<file path="config.mk">
export PLATFORM = sky130hd
export DESIGN_NAME = hmm_scaled_forward_filter_core_flat
export DESIGN_NICKNAME = d
export VERILOG_FILES = /design/src/rtl/hsf_pkg.sv /design/src/rtl/hsf_in_if.sv /design/src/rtl/hsf_out_if.sv /design/src/rtl/hsf_cfg_if.sv /design/src/rtl/hmm_scaled_forward_filter_core.sv /design/src/rtl/hsf_lane.sv /design/src/rtl/hsf_merge.sv /design/src/flat_wrapper.sv
export SDC_FILE = /design/constraint.sdc
export NUM_CORES = 2
export LEC_CHECK = 0
export BUFFER_PORTS_ARGS = -buffer_cell sky130_fd_sc_hd__buf_2
export CAP_MARGIN = 20
export CORE_AREA = 2 2 393 395
export CTS_CLUSTER_DIAMETER = 40
export CTS_CLUSTER_SIZE = 14
export DETAILED_ROUTE_END_ITERATION = 16
export DIE_AREA = 0 0 395 397
export GPL_TIMING_DRIVEN = 0
export PLACE_DENSITY_LB_ADDON = 0.1
export RECOVER_POWER = 100
export SLEW_MARGIN = 25
export SYNTH_ARGS = -nofsm -noshare
export SYNTH_HDL_FRONTEND = slang
export SYNTH_HIERARCHICAL = 1
export SYNTH_SLANG_ARGS = --single-unit
export TNS_END_PERCENT = 10
</file>
<file path="constraint.sdc">
create_clock -name clk -period 13.49 [get_ports clk]
set_input_delay 0.6745 -clock clk [delete_from_list [all_inputs] [get_ports clk]]
set_output_delay 0.6745 -clock clk [all_outputs]
set_load 0.02 [all_outputs]
</file>
<file path="src/rtl/hsf_pkg.sv">
// ----------------------------------------------------------------------------
// hsf_pkg
// Shared constants and types of the scaled forward filter: register indexes,
// sequencer states and the control word that drives the per-state lanes.
// ----------------------------------------------------------------------------
package hsf_pkg;

	localparam int FRAC_BITS_DEF = 16;
	localparam int NUM_STATES    = 2;
	localparam int CFG_IDX_W     = 3;

	typedef enum logic [CFG_IDX_W-1:0] {
		CFG_TRANS_00 = 3'd0,
		CFG_TRANS_01 = 3'd1,
		CFG_TRANS_10 = 3'd2,
		CFG_TRANS_11 = 3'd3,
		CFG_INIT_0   = 3'd4,
		CFG_INIT_1   = 3'd5
	} cfg_reg_t;

	typedef enum logic [2:0] {
		ST_IDLE,
		ST_MUL_A,
		ST_MUL_B,
		ST_MUL_C,
		ST_SUM,
		ST_DIV,
		ST_WB
	} state_t;

	typedef enum logic [2:0] {
		LOP_HOLD,
		LOP_MAC_FIRST,
		LOP_MAC_NEXT,
		LOP_PROPAGATE,
		LOP_LOAD,
		LOP_DIV
	} lane_op_t;

	typedef struct packed {
		lane_op_t op;
		logic     first_step;
		logic     div_first;
	} lane_ctrl_t;

endpackage

</file>
<file path="src/rtl/hsf_in_if.sv">
// ----------------------------------------------------------------------------
// hsf_in_if
// Input channel: one beat carries the two emission densities of a time step.
// ----------------------------------------------------------------------------
interface hsf_in_if #(
	parameter int FRAC_BITS = hsf_pkg::FRAC_BITS_DEF
);
	logic                 valid;
	logic                 ready;
	logic [FRAC_BITS-1:0] dens_s0;
	logic [FRAC_BITS-1:0] dens_s1;
	logic                 first_step;

	modport source (output valid, output dens_s0, output dens_s1, output first_step,
		input ready);
	modport sink (input valid, input dens_s0, input dens_s1, input first_step,
		output ready);
endinterface

</file>
<file path="src/rtl/hsf_out_if.sv">
// ----------------------------------------------------------------------------
// hsf_out_if
// Result channel: normalized alphas, scale sum and zero-sum flag per beat.
// ----------------------------------------------------------------------------
interface hsf_out_if #(
	parameter int FRAC_BITS = hsf_pkg::FRAC_BITS_DEF
);
	logic               valid;
	logic               ready;
	logic [FRAC_BITS:0] alpha_s0;
	logic [FRAC_BITS:0] alpha_s1;
	logic [FRAC_BITS:0] scale_sum;
	logic               zero_scale;

	modport source (output valid, output alpha_s0, output alpha_s1, output scale_sum,
		output zero_scale, input ready);
	modport sink (input valid, input alpha_s0, input alpha_s1, input scale_sum,
		input zero_scale, output ready);
endinterface

</file>
<file path="src/rtl/hsf_cfg_if.sv">
// ----------------------------------------------------------------------------
// hsf_cfg_if
// Configuration write channel: register index and write data per beat.
// ----------------------------------------------------------------------------
interface hsf_cfg_if #(
	parameter int FRAC_BITS = hsf_pkg::FRAC_BITS_DEF
);
	logic                          valid;
	logic                          ready;
	logic [hsf_pkg::CFG_IDX_W-1:0] index;
	logic [FRAC_BITS:0]            data;

	modport source (output valid, output index, output data, input ready);
	modport sink (input valid, input index, input data, output ready);
endinterface

</file>
<file path="src/rtl/hmm_scaled_forward_filter_core.sv">
// ----------------------------------------------------------------------------
// hmm_scaled_forward_filter_core
// Scaled forward recursion of a two-state hidden Markov model in fixed point.
// ----------------------------------------------------------------------------
// One step per input beat, one result beat per step. A continuing step runs
// through MUL_A, MUL_B, MUL_C, SUM, DIV and WB, a first step skips MUL_B and
// MUL_C: each state lane shares one multiplier over the two transition
// products and the density product, then a restoring divider in each lane
// produces one quotient bit per cycle in DIV. The next beat is taken in the
// cycle after the result is written to the output register, even while that
// result waits; a stalled output holds the step in WB. Configuration writes
// are always ready; values above one are clamped to one.
module hmm_scaled_forward_filter_core #(
	parameter int FRAC_BITS = hsf_pkg::FRAC_BITS_DEF
) (
	input  logic       clk,
	input  logic       arst_n,
	hsf_in_if.sink     in_ch,
	hsf_out_if.source  out_ch,
	hsf_cfg_if.sink    cfg_ch
);
	localparam int NS = hsf_pkg::NUM_STATES;
	localparam int PW = FRAC_BITS + 1;
	localparam int UW = 2 * FRAC_BITS + 1;
	localparam int AW = 2 * FRAC_BITS + 2;
	localparam int CW = $clog2(FRAC_BITS + 2);
	localparam int ONE_I   = 1 << FRAC_BITS;
	localparam int SELF_I  = (9 * ONE_I + 5) / 10;
	localparam int OTHER_I = (ONE_I + 5) / 10;
	localparam logic [PW-1:0] ONE   = PW'(ONE_I);
	localparam logic [PW-1:0] SELF  = PW'(SELF_I);
	localparam logic [PW-1:0] OTHER = PW'(OTHER_I);
	localparam logic [PW-1:0] HALF_P = PW'(ONE_I / 2);
	localparam logic [CW-1:0] DIV_LAST = CW'(FRAC_BITS + 1);

	hsf_pkg::state_t     state_q, state_d;
	hsf_pkg::lane_ctrl_t lane_ctrl;

	logic [PW-1:0]        trans_q [NS][NS];
	logic [PW-1:0]        init_q  [NS];
	logic [PW-1:0]        prev_q  [NS];
	logic [FRAC_BITS-1:0] dens_q  [NS];
	logic                 first_q;
	logic [CW-1:0]        div_cnt_q;
	logic [PW-1:0]        cfg_val;

	logic [UW-1:0] lane_u     [NS];
	logic [PW-1:0] lane_alpha [NS];
	logic [PW-1:0] mrg_alpha  [NS];
	logic [AW-1:0] mrg_sum;
	logic [PW-1:0] mrg_scale;
	logic          mrg_zero;

	logic          out_valid_q;
	logic [PW-1:0] out_alpha0_q;
	logic [PW-1:0] out_alpha1_q;
	logic [PW-1:0] out_scale_q;
	logic          out_zero_q;

	logic in_take;
	logic out_free;
	logic out_load;
	logic mrg_load;

	// configuration registers
	assign cfg_ch.ready = 1'b1;
	assign cfg_val      = (cfg_ch.data > ONE) ? ONE : cfg_ch.data;

	always_ff @(posedge clk or negedge arst_n) begin
		if (!arst_n) begin
			trans_q[0][0] <= SELF;
			trans_q[0][1] <= OTHER;
			trans_q[1][0] <= OTHER;
			trans_q[1][1] <= SELF;
			init_q[0]     <= HALF_P;
			init_q[1]     <= HALF_P;
		end else if (cfg_ch.valid) begin
			case (hsf_pkg::cfg_reg_t'(cfg_ch.index))
				hsf_pkg::CFG_TRANS_00: trans_q[0][0] <= cfg_val;
				hsf_pkg::CFG_TRANS_01: trans_q[0][1] <= cfg_val;
				hsf_pkg::CFG_TRANS_10: trans_q[1][0] <= cfg_val;
				hsf_pkg::CFG_TRANS_11: trans_q[1][1] <= cfg_val;
				hsf_pkg::CFG_INIT_0:   init_q[0]     <= cfg_val;
				hsf_pkg::CFG_INIT_1:   init_q[1]     <= cfg_val;
				default: ;
			endcase
		end
	end

	// sequencer
	assign out_free = !out_valid_q || out_ch.ready;

	always_comb begin
		state_d = state_q;
		case (state_q)
			hsf_pkg::ST_IDLE:  if (in_ch.valid) state_d = hsf_pkg::ST_MUL_A;
			hsf_pkg::ST_MUL_A: state_d = first_q ? hsf_pkg::ST_SUM : hsf_pkg::ST_MUL_B;
			hsf_pkg::ST_MUL_B: state_d = hsf_pkg::ST_MUL_C;
			hsf_pkg::ST_MUL_C: state_d = hsf_pkg::ST_SUM;
			hsf_pkg::ST_SUM:   state_d = hsf_pkg::ST_DIV;
			hsf_pkg::ST_DIV:   if (div_cnt_q == DIV_LAST) state_d = hsf_pkg::ST_WB;
			hsf_pkg::ST_WB:    if (out_free) state_d = hsf_pkg::ST_IDLE;
			default:           state_d = hsf_pkg::ST_IDLE;
		endcase
	end

	always_comb begin
		lane_ctrl.op         = hsf_pkg::LOP_HOLD;
		lane_ctrl.first_step = first_q;
		lane_ctrl.div_first  = (div_cnt_q == '0);
		in_take  = 1'b0;
		mrg_load = 1'b0;
		out_load = 1'b0;
		case (state_q)
			hsf_pkg::ST_IDLE:  in_take = 1'b1;
			hsf_pkg::ST_MUL_A: lane_ctrl.op = hsf_pkg::LOP_MAC_FIRST;
			hsf_pkg::ST_MUL_B: lane_ctrl.op = hsf_pkg::LOP_MAC_NEXT;
			hsf_pkg::ST_MUL_C: lane_ctrl.op = hsf_pkg::LOP_PROPAGATE;
			hsf_pkg::ST_SUM: begin
				lane_ctrl.op = hsf_pkg::LOP_LOAD;
				mrg_load     = 1'b1;
			end
			hsf_pkg::ST_DIV:   lane_ctrl.op = hsf_pkg::LOP_DIV;
			hsf_pkg::ST_WB:    out_load = out_free;
			default: ;
		endcase
	end

	assign in_ch.ready = in_take;

	always_ff @(posedge clk or negedge arst_n) begin
		if (!arst_n) begin
			state_q   <= hsf_pkg::ST_IDLE;
			first_q   <= 1'b0;
			div_cnt_q <= '0;
		end else begin
			state_q <= state_d;
			if (in_take && in_ch.valid) begin
				first_q <= in_ch.first_step;
			end
			if (mrg_load) begin
				div_cnt_q <= '0;
			end else if (state_q == hsf_pkg::ST_DIV) begin
				div_cnt_q <= div_cnt_q + CW'(1);
			end
		end
	end

	always_ff @(posedge clk) begin
		if (in_take && in_ch.valid) begin
			dens_q[0] <= in_ch.dens_s0;
			dens_q[1] <= in_ch.dens_s1;
		end
	end

	// stored alphas of the previous step
	always_ff @(posedge clk or negedge arst_n) begin
		if (!arst_n) begin
			for (int i = 0; i < NS; i++) begin
				prev_q[i] <= '0;
			end
		end else if (out_load) begin
			for (int i = 0; i < NS; i++) begin
				prev_q[i] <= mrg_alpha[i];
			end
		end
	end

	for (genvar i = 0; i < NS; i++) begin : g_lane
		hsf_lane #(
			.FRAC_BITS (FRAC_BITS)
		) u_lane (
			.clk          (clk),
			.ctrl         (lane_ctrl),
			.prev_alpha_0 (prev_q[0]),
			.prev_alpha_1 (prev_q[1]),
			.trans_from0  (trans_q[0][i]),
			.trans_from1  (trans_q[1][i]),
			.init_prob    (init_q[i]),
			.dens         (dens_q[i]),
			.den          (mrg_sum),
			.u            (lane_u[i]),
			.alpha        (lane_alpha[i])
		);
	end

	hsf_merge #(
		.FRAC_BITS (FRAC_BITS)
	) u_merge (
		.clk        (clk),
		.load       (mrg_load),
		.lane_u     (lane_u),
		.lane_alpha (lane_alpha),
		.sum        (mrg_sum),
		.scale_sum  (mrg_scale),
		.zero_scale (mrg_zero),
		.alpha      (mrg_alpha)
	);

	// output register, holds a beat until taken
	always_ff @(posedge clk or negedge arst_n) begin
		if (!arst_n) begin
			out_valid_q <= 1'b0;
		end else if (out_load) begin
			out_valid_q <= 1'b1;
		end else if (out_ch.ready) begin
			out_valid_q <= 1'b0;
		end
	end

	always_ff @(posedge clk) begin
		if (out_load) begin
			out_alpha0_q <= mrg_alpha[0];
			out_alpha1_q <= mrg_alpha[1];
			out_scale_q  <= mrg_scale;
			out_zero_q   <= mrg_zero;
		end
	end

	assign out_ch.valid      = out_valid_q;
	assign out_ch.alpha_s0   = out_alpha0_q;
	assign out_ch.alpha_s1   = out_alpha1_q;
	assign out_ch.scale_sum  = out_scale_q;
	assign out_ch.zero_scale = out_zero_q;
endmodule

</file>
<file path="src/rtl/hsf_lane.sv">
// ----------------------------------------------------------------------------
// hsf_lane
// One hidden-state lane: a shared multiplier does the transition MAC and the
// density product, then a restoring divider forms u * ONE / S one bit a cycle.
// ----------------------------------------------------------------------------
module hsf_lane #(
	parameter int FRAC_BITS = hsf_pkg::FRAC_BITS_DEF
) (
	input  logic                     clk,
	input  hsf_pkg::lane_ctrl_t      ctrl,
	input  logic [FRAC_BITS:0]       prev_alpha_0,
	input  logic [FRAC_BITS:0]       prev_alpha_1,
	input  logic [FRAC_BITS:0]       trans_from0,
	input  logic [FRAC_BITS:0]       trans_from1,
	input  logic [FRAC_BITS:0]       init_prob,
	input  logic [FRAC_BITS-1:0]     dens,
	input  logic [2*FRAC_BITS+1:0]   den,
	output logic [2*FRAC_BITS:0]     u,
	output logic [FRAC_BITS:0]       alpha
);
	localparam int PW = FRAC_BITS + 1;
	localparam int SW = FRAC_BITS + 2;
	localparam int MW = 2 * FRAC_BITS + 3;
	localparam int AW = 2 * FRAC_BITS + 2;
	localparam int UW = 2 * FRAC_BITS + 1;
	localparam int RW = 2 * FRAC_BITS + 2;
	localparam int QW = FRAC_BITS + 2;
	localparam logic [AW-1:0] HALF = AW'(1) << (FRAC_BITS - 1);

	logic [SW-1:0] mul_x;
	logic [PW-1:0] mul_y;
	logic [MW-1:0] mul_p;
	logic [AW-1:0] acc_q;
	logic [UW-1:0] u_q;
	logic [RW-1:0] r_q;
	logic [QW-1:0] q_q;
	logic [RW:0]   rem_sh;
	logic [RW:0]   den_x;
	logic [RW:0]   rem_diff;
	logic          rem_ge;
	logic [QW:0]   q_inc;

	always_comb begin
		mul_x = '0;
		mul_y = '0;
		case (ctrl.op)
			hsf_pkg::LOP_MAC_FIRST: begin
				if (ctrl.first_step) begin
					mul_x = SW'(init_prob);
					mul_y = PW'(dens);
				end else begin
					mul_x = SW'(prev_alpha_0);
					mul_y = trans_from0;
				end
			end
			hsf_pkg::LOP_MAC_NEXT: begin
				mul_x = SW'(prev_alpha_1);
				mul_y = trans_from1;
			end
			hsf_pkg::LOP_PROPAGATE: begin
				// rounded propagated alpha times density
				mul_x = acc_q[FRAC_BITS +: SW];
				mul_y = PW'(dens);
			end
			default: ;
		endcase
	end

	assign mul_p = MW'(mul_x) * MW'(mul_y);

	// first division step compares without shifting
	assign rem_sh   = ctrl.div_first ? {1'b0, r_q} : {r_q, 1'b0};
	assign den_x    = (RW+1)'(den);
	assign rem_ge   = rem_sh >= den_x;
	assign rem_diff = rem_sh - den_x;

	always_ff @(posedge clk) begin
		case (ctrl.op)
			hsf_pkg::LOP_MAC_FIRST: begin
				if (ctrl.first_step) begin
					u_q <= mul_p[UW-1:0];
				end else begin
					acc_q <= mul_p[AW-1:0] + HALF;
				end
			end
			hsf_pkg::LOP_MAC_NEXT: begin
				acc_q <= acc_q + mul_p[AW-1:0];
			end
			hsf_pkg::LOP_PROPAGATE: begin
				u_q <= mul_p[UW-1:0];
			end
			hsf_pkg::LOP_LOAD: begin
				r_q <= RW'(u_q);
				q_q <= '0;
			end
			hsf_pkg::LOP_DIV: begin
				r_q <= rem_ge ? rem_diff[RW-1:0] : rem_sh[RW-1:0];
				q_q <= {q_q[QW-2:0], rem_ge};
			end
			default: ;
		endcase
	end

	assign q_inc = (QW+1)'(q_q) + (QW+1)'(1);
	assign alpha = q_inc[PW:1];
	assign u     = u_q;
endmodule

</file>
<file path="src/rtl/hsf_merge.sv">
// ----------------------------------------------------------------------------
// hsf_merge
// Combines the lanes: scale sum, rounded and saturated scale output, zero-sum
// flag, and zero forcing of the normalized alphas.
// ----------------------------------------------------------------------------
module hsf_merge #(
	parameter int FRAC_BITS = hsf_pkg::FRAC_BITS_DEF
) (
	input  logic                   clk,
	input  logic                   load,
	input  logic [2*FRAC_BITS:0]   lane_u     [hsf_pkg::NUM_STATES],
	input  logic [FRAC_BITS:0]     lane_alpha [hsf_pkg::NUM_STATES],
	output logic [2*FRAC_BITS+1:0] sum,
	output logic [FRAC_BITS:0]     scale_sum,
	output logic                   zero_scale,
	output logic [FRAC_BITS:0]     alpha      [hsf_pkg::NUM_STATES]
);
	localparam int PW = FRAC_BITS + 1;
	localparam int AW = 2 * FRAC_BITS + 2;
	localparam logic [AW:0] HALF = (AW+1)'(1) << (FRAC_BITS - 1);
	localparam logic [FRAC_BITS+2:0] SS_MAX = (FRAC_BITS+3)'({PW{1'b1}});

	logic [AW-1:0]        sum_w;
	logic [AW:0]          sum_rnd;
	logic [FRAC_BITS+2:0] ss_full;
	logic [AW-1:0]        sum_q;
	logic [PW-1:0]        ss_q;
	logic                 zero_q;

	always_comb begin
		sum_w = '0;
		for (int i = 0; i < hsf_pkg::NUM_STATES; i++) begin
			sum_w = sum_w + AW'(lane_u[i]);
		end
	end

	assign sum_rnd = (AW+1)'(sum_w) + HALF;
	assign ss_full = sum_rnd[AW:FRAC_BITS];

	always_ff @(posedge clk) begin
		if (load) begin
			sum_q  <= sum_w;
			zero_q <= (sum_w == '0);
			ss_q   <= (ss_full > SS_MAX) ? {PW{1'b1}} : ss_full[PW-1:0];
		end
	end

	always_comb begin
		for (int i = 0; i < hsf_pkg::NUM_STATES; i++) begin
			alpha[i] = zero_q ? '0 : lane_alpha[i];
		end
	end

	assign sum        = sum_q;
	assign scale_sum  = ss_q;
	assign zero_scale = zero_q;
endmodule
</file>
<file path="src/flat_wrapper.sv">
// flat-port wrapper written by rule: the top's interface ports become plain ports
module hmm_scaled_forward_filter_core_flat 
#(
	parameter int FRAC_BITS = hsf_pkg::FRAC_BITS_DEF
)
  (clk, arst_n, in_ch_valid, in_ch_dens_s0, in_ch_dens_s1, in_ch_first_step, in_ch_ready, out_ch_valid, out_ch_alpha_s0, out_ch_alpha_s1, out_ch_scale_sum, out_ch_zero_scale, out_ch_ready, cfg_ch_valid, cfg_ch_index, cfg_ch_data, cfg_ch_ready);
  hsf_in_if #(.FRAC_BITS(FRAC_BITS)) in_ch_i ();
  hsf_out_if #(.FRAC_BITS(FRAC_BITS)) out_ch_i ();
  hsf_cfg_if #(.FRAC_BITS(FRAC_BITS)) cfg_ch_i ();
  input  logic clk;
  input  logic arst_n;
  input wire logic [$bits(in_ch_i.valid)-1:0] in_ch_valid;
  input wire logic [$bits(in_ch_i.dens_s0)-1:0] in_ch_dens_s0;
  input wire logic [$bits(in_ch_i.dens_s1)-1:0] in_ch_dens_s1;
  input wire logic [$bits(in_ch_i.first_step)-1:0] in_ch_first_step;
  output wire logic [$bits(in_ch_i.ready)-1:0] in_ch_ready;
  output wire logic [$bits(out_ch_i.valid)-1:0] out_ch_valid;
  output wire logic [$bits(out_ch_i.alpha_s0)-1:0] out_ch_alpha_s0;
  output wire logic [$bits(out_ch_i.alpha_s1)-1:0] out_ch_alpha_s1;
  output wire logic [$bits(out_ch_i.scale_sum)-1:0] out_ch_scale_sum;
  output wire logic [$bits(out_ch_i.zero_scale)-1:0] out_ch_zero_scale;
  input wire logic [$bits(out_ch_i.ready)-1:0] out_ch_ready;
  input wire logic [$bits(cfg_ch_i.valid)-1:0] cfg_ch_valid;
  input wire logic [$bits(cfg_ch_i.index)-1:0] cfg_ch_index;
  input wire logic [$bits(cfg_ch_i.data)-1:0] cfg_ch_data;
  output wire logic [$bits(cfg_ch_i.ready)-1:0] cfg_ch_ready;
  assign in_ch_i.valid = in_ch_valid;
  assign in_ch_i.dens_s0 = in_ch_dens_s0;
  assign in_ch_i.dens_s1 = in_ch_dens_s1;
  assign in_ch_i.first_step = in_ch_first_step;
  assign in_ch_ready = in_ch_i.ready;
  assign out_ch_valid = out_ch_i.valid;
  assign out_ch_alpha_s0 = out_ch_i.alpha_s0;
  assign out_ch_alpha_s1 = out_ch_i.alpha_s1;
  assign out_ch_scale_sum = out_ch_i.scale_sum;
  assign out_ch_zero_scale = out_ch_i.zero_scale;
  assign out_ch_i.ready = out_ch_ready;
  assign cfg_ch_i.valid = cfg_ch_valid;
  assign cfg_ch_i.index = cfg_ch_index;
  assign cfg_ch_i.data = cfg_ch_data;
  assign cfg_ch_ready = cfg_ch_i.ready;
  hmm_scaled_forward_filter_core #(.FRAC_BITS(FRAC_BITS)) u_core (.clk(clk), .arst_n(arst_n), .in_ch(in_ch_i), .out_ch(out_ch_i), .cfg_ch(cfg_ch_i));
endmodule
</file>
* Word-level counts from Yosys, hierarchy flattened
Memory sizes are Yosys's and may differ from the RTL's.
Index checks and enable logic that the tools add are counted.
** Cells by class
- Add/subtract/negate cells :: 11
- Multipliers :: 2
- Divide/modulo/power cells :: 0
- $lt $le $gt $ge :: 4
- Equality and inequality tests :: 22
- Shift operators :: 0
- Multiplexer cells :: 42
- Bitwise gates (word level) :: 0
- Reduce and logical (&&, ||, !) cells :: 21
** Operators by type and width (count)
- case mux 34 bit (2 select lines) :: 4
- two-way mux 34 bit :: 4
- case mux 33 bit (2 select lines) :: 2
- two-way mux 17 bit :: 7
- case mux 18 bit (3 select lines) :: 2
- case mux 17 bit (3 select lines) :: 2
- case mux 18 bit (2 select lines) :: 2
- >= comparator 35 x 34 -> 1 bit :: 2
- two-way mux 35 bit :: 2
- adder 34 x 16 -> 34 bit (second input constant) :: 2
- adder 34 bit :: 2
- multiplier 18 x 17 -> 34 bit :: 2
- subtractor 34 bit :: 2
- two-way mux 33 bit :: 2
- adder 18 x 1 -> 18 bit (second input constant) :: 2
- adder 34 x 16 -> 35 bit (second input constant) :: 1
- adder 33 x 33 -> 34 bit :: 1
- logical NOT 34 bit :: 1
- == test 3 bit (second input constant) :: 7
- case mux 3 bit (7 select lines) :: 1
- > comparator 19 x 17 -> 1 bit (second input constant) :: 1
- == test 3 x 2 -> 1 bit (second input constant) :: 6
- > comparator 17 bit (second input constant) :: 1
- AND reduction 2 bit :: 8
- other kinds (16) :: 36
** Word-level totals
- Bits in registers :: 488
- Bits in latches :: 0
- RAM bits :: 32
- ROM bits :: 0
- Input bits :: 58
- Output and inout port bits :: 55
- Logic and storage cells :: 130
- Memories :: 1
** Memories
- u_core.dens_q :: words 2, width 16, read ports 2, clocked after Yosys merged registers in 0, write ports 2, line hmm_scaled_forward_filter_core.sv:42 : logic [FRAC_BITS-1:0] dens_q [NS];

* Logic depth before layout (Yosys ltp)
- Depth in word-level cells :: 8
- Gate-level depth with buffers :: 46
- Gate-level depth less buffers :: 40

* By module
Netlist, hierarchy kept.
** Modules (own cells, without submodules)
- hsf_lane at u_core.g_lane[1].u_lane :: instances 1, cells each 2320, area an instance 20030.5 um^2, seq. area each 3573.4 um^2
- hsf_lane at u_core.g_lane[0].u_lane :: instances 1, cells each 2276, area an instance 19582.5 um^2, seq. area each 3573.4 um^2
- hmm_scaled_forward_filter_core :: instances 1, cells each 567, area an instance 8947.3 um^2, seq. area each 6218.5 um^2
- hsf_merge :: instances 1, cells each 463, area an instance 4474.3 um^2, seq. area each 1561.5 um^2

* Least setup slack after synthesis
OpenSTA, ideal clock, no wires.
- Path type :: reg2reg
- Start point :: reg u_core.state_q[0]
- End point :: reg u_core.g_lane[0].u_lane.acc_q[33] (data pin)
- Library setup time :: 261 ps
- Data arrival time :: 11101 ps
- Data required time :: 13229 ps
- Setup slack :: 2128 ps
- Stages on the path, launching flop included :: 44
- Path buffers :: 6
- Clock period less this slack :: 11362 ps
- Cell sequence :: dfrtp_1 -> clkbuf_1 -> inv_1 -> a21oi_1 -> nor4bb_1 -> clkbuf_1 -> or2_2 -> clkbuf_1 -> clkbuf_1 -> nand2_1 -> nand2_1 -> clkbuf_1 -> nand2_1 -> fa_1 -> inv_1 -> fa_1 -> fa_1 -> fa_1 -> [... 8 more ...] -> nand3_1 -> a21oi_1 -> nor2_1 -> nor2_1 -> xnor2_1 -> ha_1 -> nand2_1 -> nor2_1 -> a211oi_1 -> or4b_1 -> o221a_2 -> o21ai_1 -> nand2_1 -> a221oi_1 -> o21ai_0 -> mux2i_1 -> a41oi_1 -> xnor2_1
** RTL lines
- start, declared :: line hmm_scaled_forward_filter_core.sv:36 : hsf_pkg::state_t state_q, state_d;
- start signal, assigned :: line hmm_scaled_forward_filter_core.sv:133 : state_q <= hsf_pkg::ST_IDLE;
- start signal, assigned :: line hmm_scaled_forward_filter_core.sv:137 : state_q <= state_d;
- end signal, assigned :: line hsf_lane.sv:83 : acc_q <= mul_p[AW-1:0] + HALF;
- end signal, assigned :: line hsf_lane.sv:87 : acc_q <= acc_q + mul_p[AW-1:0];
- end, declared :: line hsf_lane.sv:33 : logic [AW-1:0] acc_q;

==> flow_summary.toml <==
[detailed_routing]
drt_iter0_drc = 3378
via_per_inst = 5.28
drcViolationCount = 0
avgRoutedWirePerCell_um = 23.5
ant_nets = 0
dr.pass1.iters = 7
vias = 42300
routed_wl_um = 188000

[synth]
async_flop_share_pct = 28.1
syn_nets = 6550
synth_edf_count = 374
syn-cell-area_um2 = 53000
avgSynthCellArea_um2 = 9.43
ys_types = 118
synth_cells = 5626
synth-seq-area-share_pct = 28.1
synth_flop_cell = "edfxtp_1"
ys_seq_elements = 520
ys_warn_count = 6

[global_route]
first_global_vias = 41300
grt_use_total_pct = 23.5
grt_max_degree = 81
antenna_found_initial = 12
grt_pass1_wl_um = 275000
grt_overflow = 0

[flow_run]
drv_cap = 15

[sta]
layout_setup_ws_ps = 674
rsz0062_at_grt = "no"
min_period_ps = 12820
clock_skew_ps = 41.4
setup_viol = 0
max_slew_margin_pct = -204
slew_viol_final = 393
fmax_ghz = 0.0780
finalCritPeriodShare_pct = 95.0
worst_pin_slew_ps = 4570
finalHoldViolations = 0

[outcome]
status = "finished with violations"
violations = "capacitance limit, slew limit"

[place]
dp_slack_ps = -282
port_buffers = 111
dp_hpwl_um = 153000
gp_congestion = 0.935

[hold_path]
hold_path.class = "in2reg"

[floorplan]
io_pins = 113
start_util_pct = 34.7
num_rows = 144
die_area_um2 = 157000
die_y_um = 397
core-area_um2 = 153000
fp.dieW_um = 395

[clock_network]
cts_tree = "yes"
cts_htree_levels = 3
insertion_delay_ps = 720
cts_buffer_depth = 3
cts_root_buf = "clkbuf_16"
cts_made_buffers = 107
post_cts_buffers = 0
clock-sinks = 520
path_clk_slew_ps = 50

[critical_path]
cpMaxStageDelayCell = "nor3_1"
worstPathRequired_ps = 13950
critical-path-max-stage-delay_ps = 1120
startpoint_type = "flip-flop"
worstSetupEndpointType = "flip-flop"
worstPathMaxFanout = 12
cp.arrival_ps = 13270
worstSetupPathType = "reg2reg"
path_common_cell = "fa_1"

[layout]
fillers = 15400
multi_input_area_um2 = 34100
post-route-util_pct = 39.0
area_growth_pct = 12.6
nNetsFinal = 6781
drive_gt1_share_pct = 8.61
seq_area_um2 = 14900

[power]
p_total_w = 0.0130
p_leak_nw = 26.2
power.density_nw_per_um2 = 217
ir_worst_vdd_mv = 0.112
cells in the final DEF, fill, tap and decap left out, types with 68 or more instances in the layout:
master and instances:
a21oi_1 352, ha_1 385, edfxtp_1 374, xnor2_1 167, fa_1 481, inv_1 722
nor2_1 444, nand2_1 731, mux2i_1 139, dfrtp_1 112, and2_1 75, mux2_2 106
o21ai_0 204, clkbuf_1 268, xor2_1 86, a21o_1 107, buf_2 68, clkbuf_16 112
path summary, 6_finish.rpt:
| path | startpoint | slack (ps) | to | depth (start not counted) |
|---|---|---|---|---|
| max | u_core/state_q[2] | 670 | u_core/g_lane[1].u_lane/acc_q[33] | 34 |
| min in group asynchronous | arst_n | 390 | u_core/trans_q[48] | 2 |
| max in group asynchronous | arst_n | 6150 | u_core/prev_q[30] | 4 |
| min reg2reg | u_core/u_merge/scale_sum[2] | 410 | u_core/out_ch.scale_sum[2] | 0 |
| min | in_ch_dens_s1[0] | 130 | u_core/dens_q[0][16] | 1 |
| max reg2reg | u_core/state_q[2] | 670 | u_core/g_lane[1].u_lane/acc_q[33] | 34 |
sequential cells by signal, summed over array words and instances (netlist names), 32 cells and up:
register and count:
u_core/g_lane.u_lane/r_q 68, u_core/u_merge/sum 34, u_core/dens_q 32, u_core/g_lane.u_lane/q_q 36
u_core/g_lane.u_lane/u 66, u_core/prev_q 34, u_core/init_q 34, u_core/trans_q 68
u_core/g_lane.u_lane/acc_q 68
synthesized netlist by cell type, types with 10 or more instances:
cell / n / area [µm²]
edfxtp_1: 374 / 11200
o21bai_1: 31 / 233
clkbuf_1: 167 / 627
o21ai_1: 17 / 85.1
mux2i_1: 138 / 1380
a21oi_1: 350 / 1750
and2_1: 96 / 601
nand2b_1: 46 / 288
a21oi_2: 22 / 193
buf_2: 30 / 150
buf_4: 16 / 120
inv_1: 722 / 2710
nor3_1: 48 / 240
fa_1: 481 / 9630
nand4_1: 46 / 288
or3_1: 20 / 125
buf_1: 13 / 48.8
dfrtp_1: 112 / 2800
nor2b_1: 60 / 375
a31oi_1: 26 / 163
buf_6: 11 / 124
nand3_1: 66 / 330
o22ai_1: 10 / 62.6
xor2_1: 85 / 744
a211oi_1: 26 / 195
nand2_1: 731 / 2740
a21o_1: 107 / 803
dfstp_2: 34 / 893
o21a_1: 34 / 255
nor2_1: 443 / 1660
and4_1: 21 / 184
o21ai_2: 10 / 87.6
or2_2: 12 / 75.1
a222oi_1: 40 / 400
mux2_2: 110 / 1240
o31ai_1: 15 / 113
xnor2_1: 169 / 1480
a22oi_1: 31 / 233
o211ai_1: 23 / 173
nor3b_1: 14 / 105
and3_1: 56 / 350
ha_1: 385 / 4820
o21ai_0: 188 / 941
metrics by stage:
step	hold slack (ps)	cell area [µm²]	TNS, ps	cells
floorplan	379	53000	0	5626
global route	98.8	59700	0	7995
global placement	401	56100	-22390	7781
CTS	67.0	60400	0	7997
finish	127	59700	0	7999
detailed placement	405	56500	-282	7794
final cells by class:
class | instances | area share, %
Tap cell | 2044 | 4.28
Antenna cell | 5 | 0.0210
Clock inverter | 82 | 1.62
Timing Repair Buffer | 126 | 0.968
Sequential cell | 520 | 25.0
Multi-Input combinational cell | 4145 | 57.2
Buffer | 235 | 1.62
Clock buffer | 120 | 4.76
Inverter | 722 | 4.54
metal layers:
layer  share of wire (%)  track usage, %  wire [µm]  vias to the layer above
met4                 2.3            5.66       4390                        0
met2                  44            36.5      83100                     1307
met5                   0               0          0                        -
met3                 6.3            3.60      11800                      203
met1                  47            34.4      88500                    21200
li1                    -               -          -                    19600
report_power, final:
group / internal [W] / leakage [nW] / total [W] / switching (W)
sequential: 0.00256 / 5.37 / 0.00307 / 0.000507
clock: 0.00178 / 1.85 / 0.00281 / 0.00103
combinational: 0.00253 / 19.0 / 0.00709 / 0.00456
timing repair:
action	4_1_cts	5_1_grt
endpoints found under the hold margin	21	0
hold buffers	1	0
endpoints found under the setup margin	2	2
pin swaps	0	0
resized for setup	3	17
critical path, delay by kind of cell, from the launching register on:
kind	cells	cell delay, ps
flops	1	380
simple gates	7	2230
buf+inv	8	2440
xor+xnor	1	100
compound gates	9	3210
fa+ha+maj	8	3830
mux	1	360
kinds of logic after synthesis:
logic type      after synthesis  share of synthesized area [%]
buf+inv                     961                           7.18
fa+ha+maj                   866                           27.2
flops                       520                           28.1
other cells                   1                        0.00707
mux                         251                           5.02
simple gates               1733                           15.3
xor+xnor                    255                           4.23
compound gates             1039                           12.9
(Power assumes the default switching activity.)
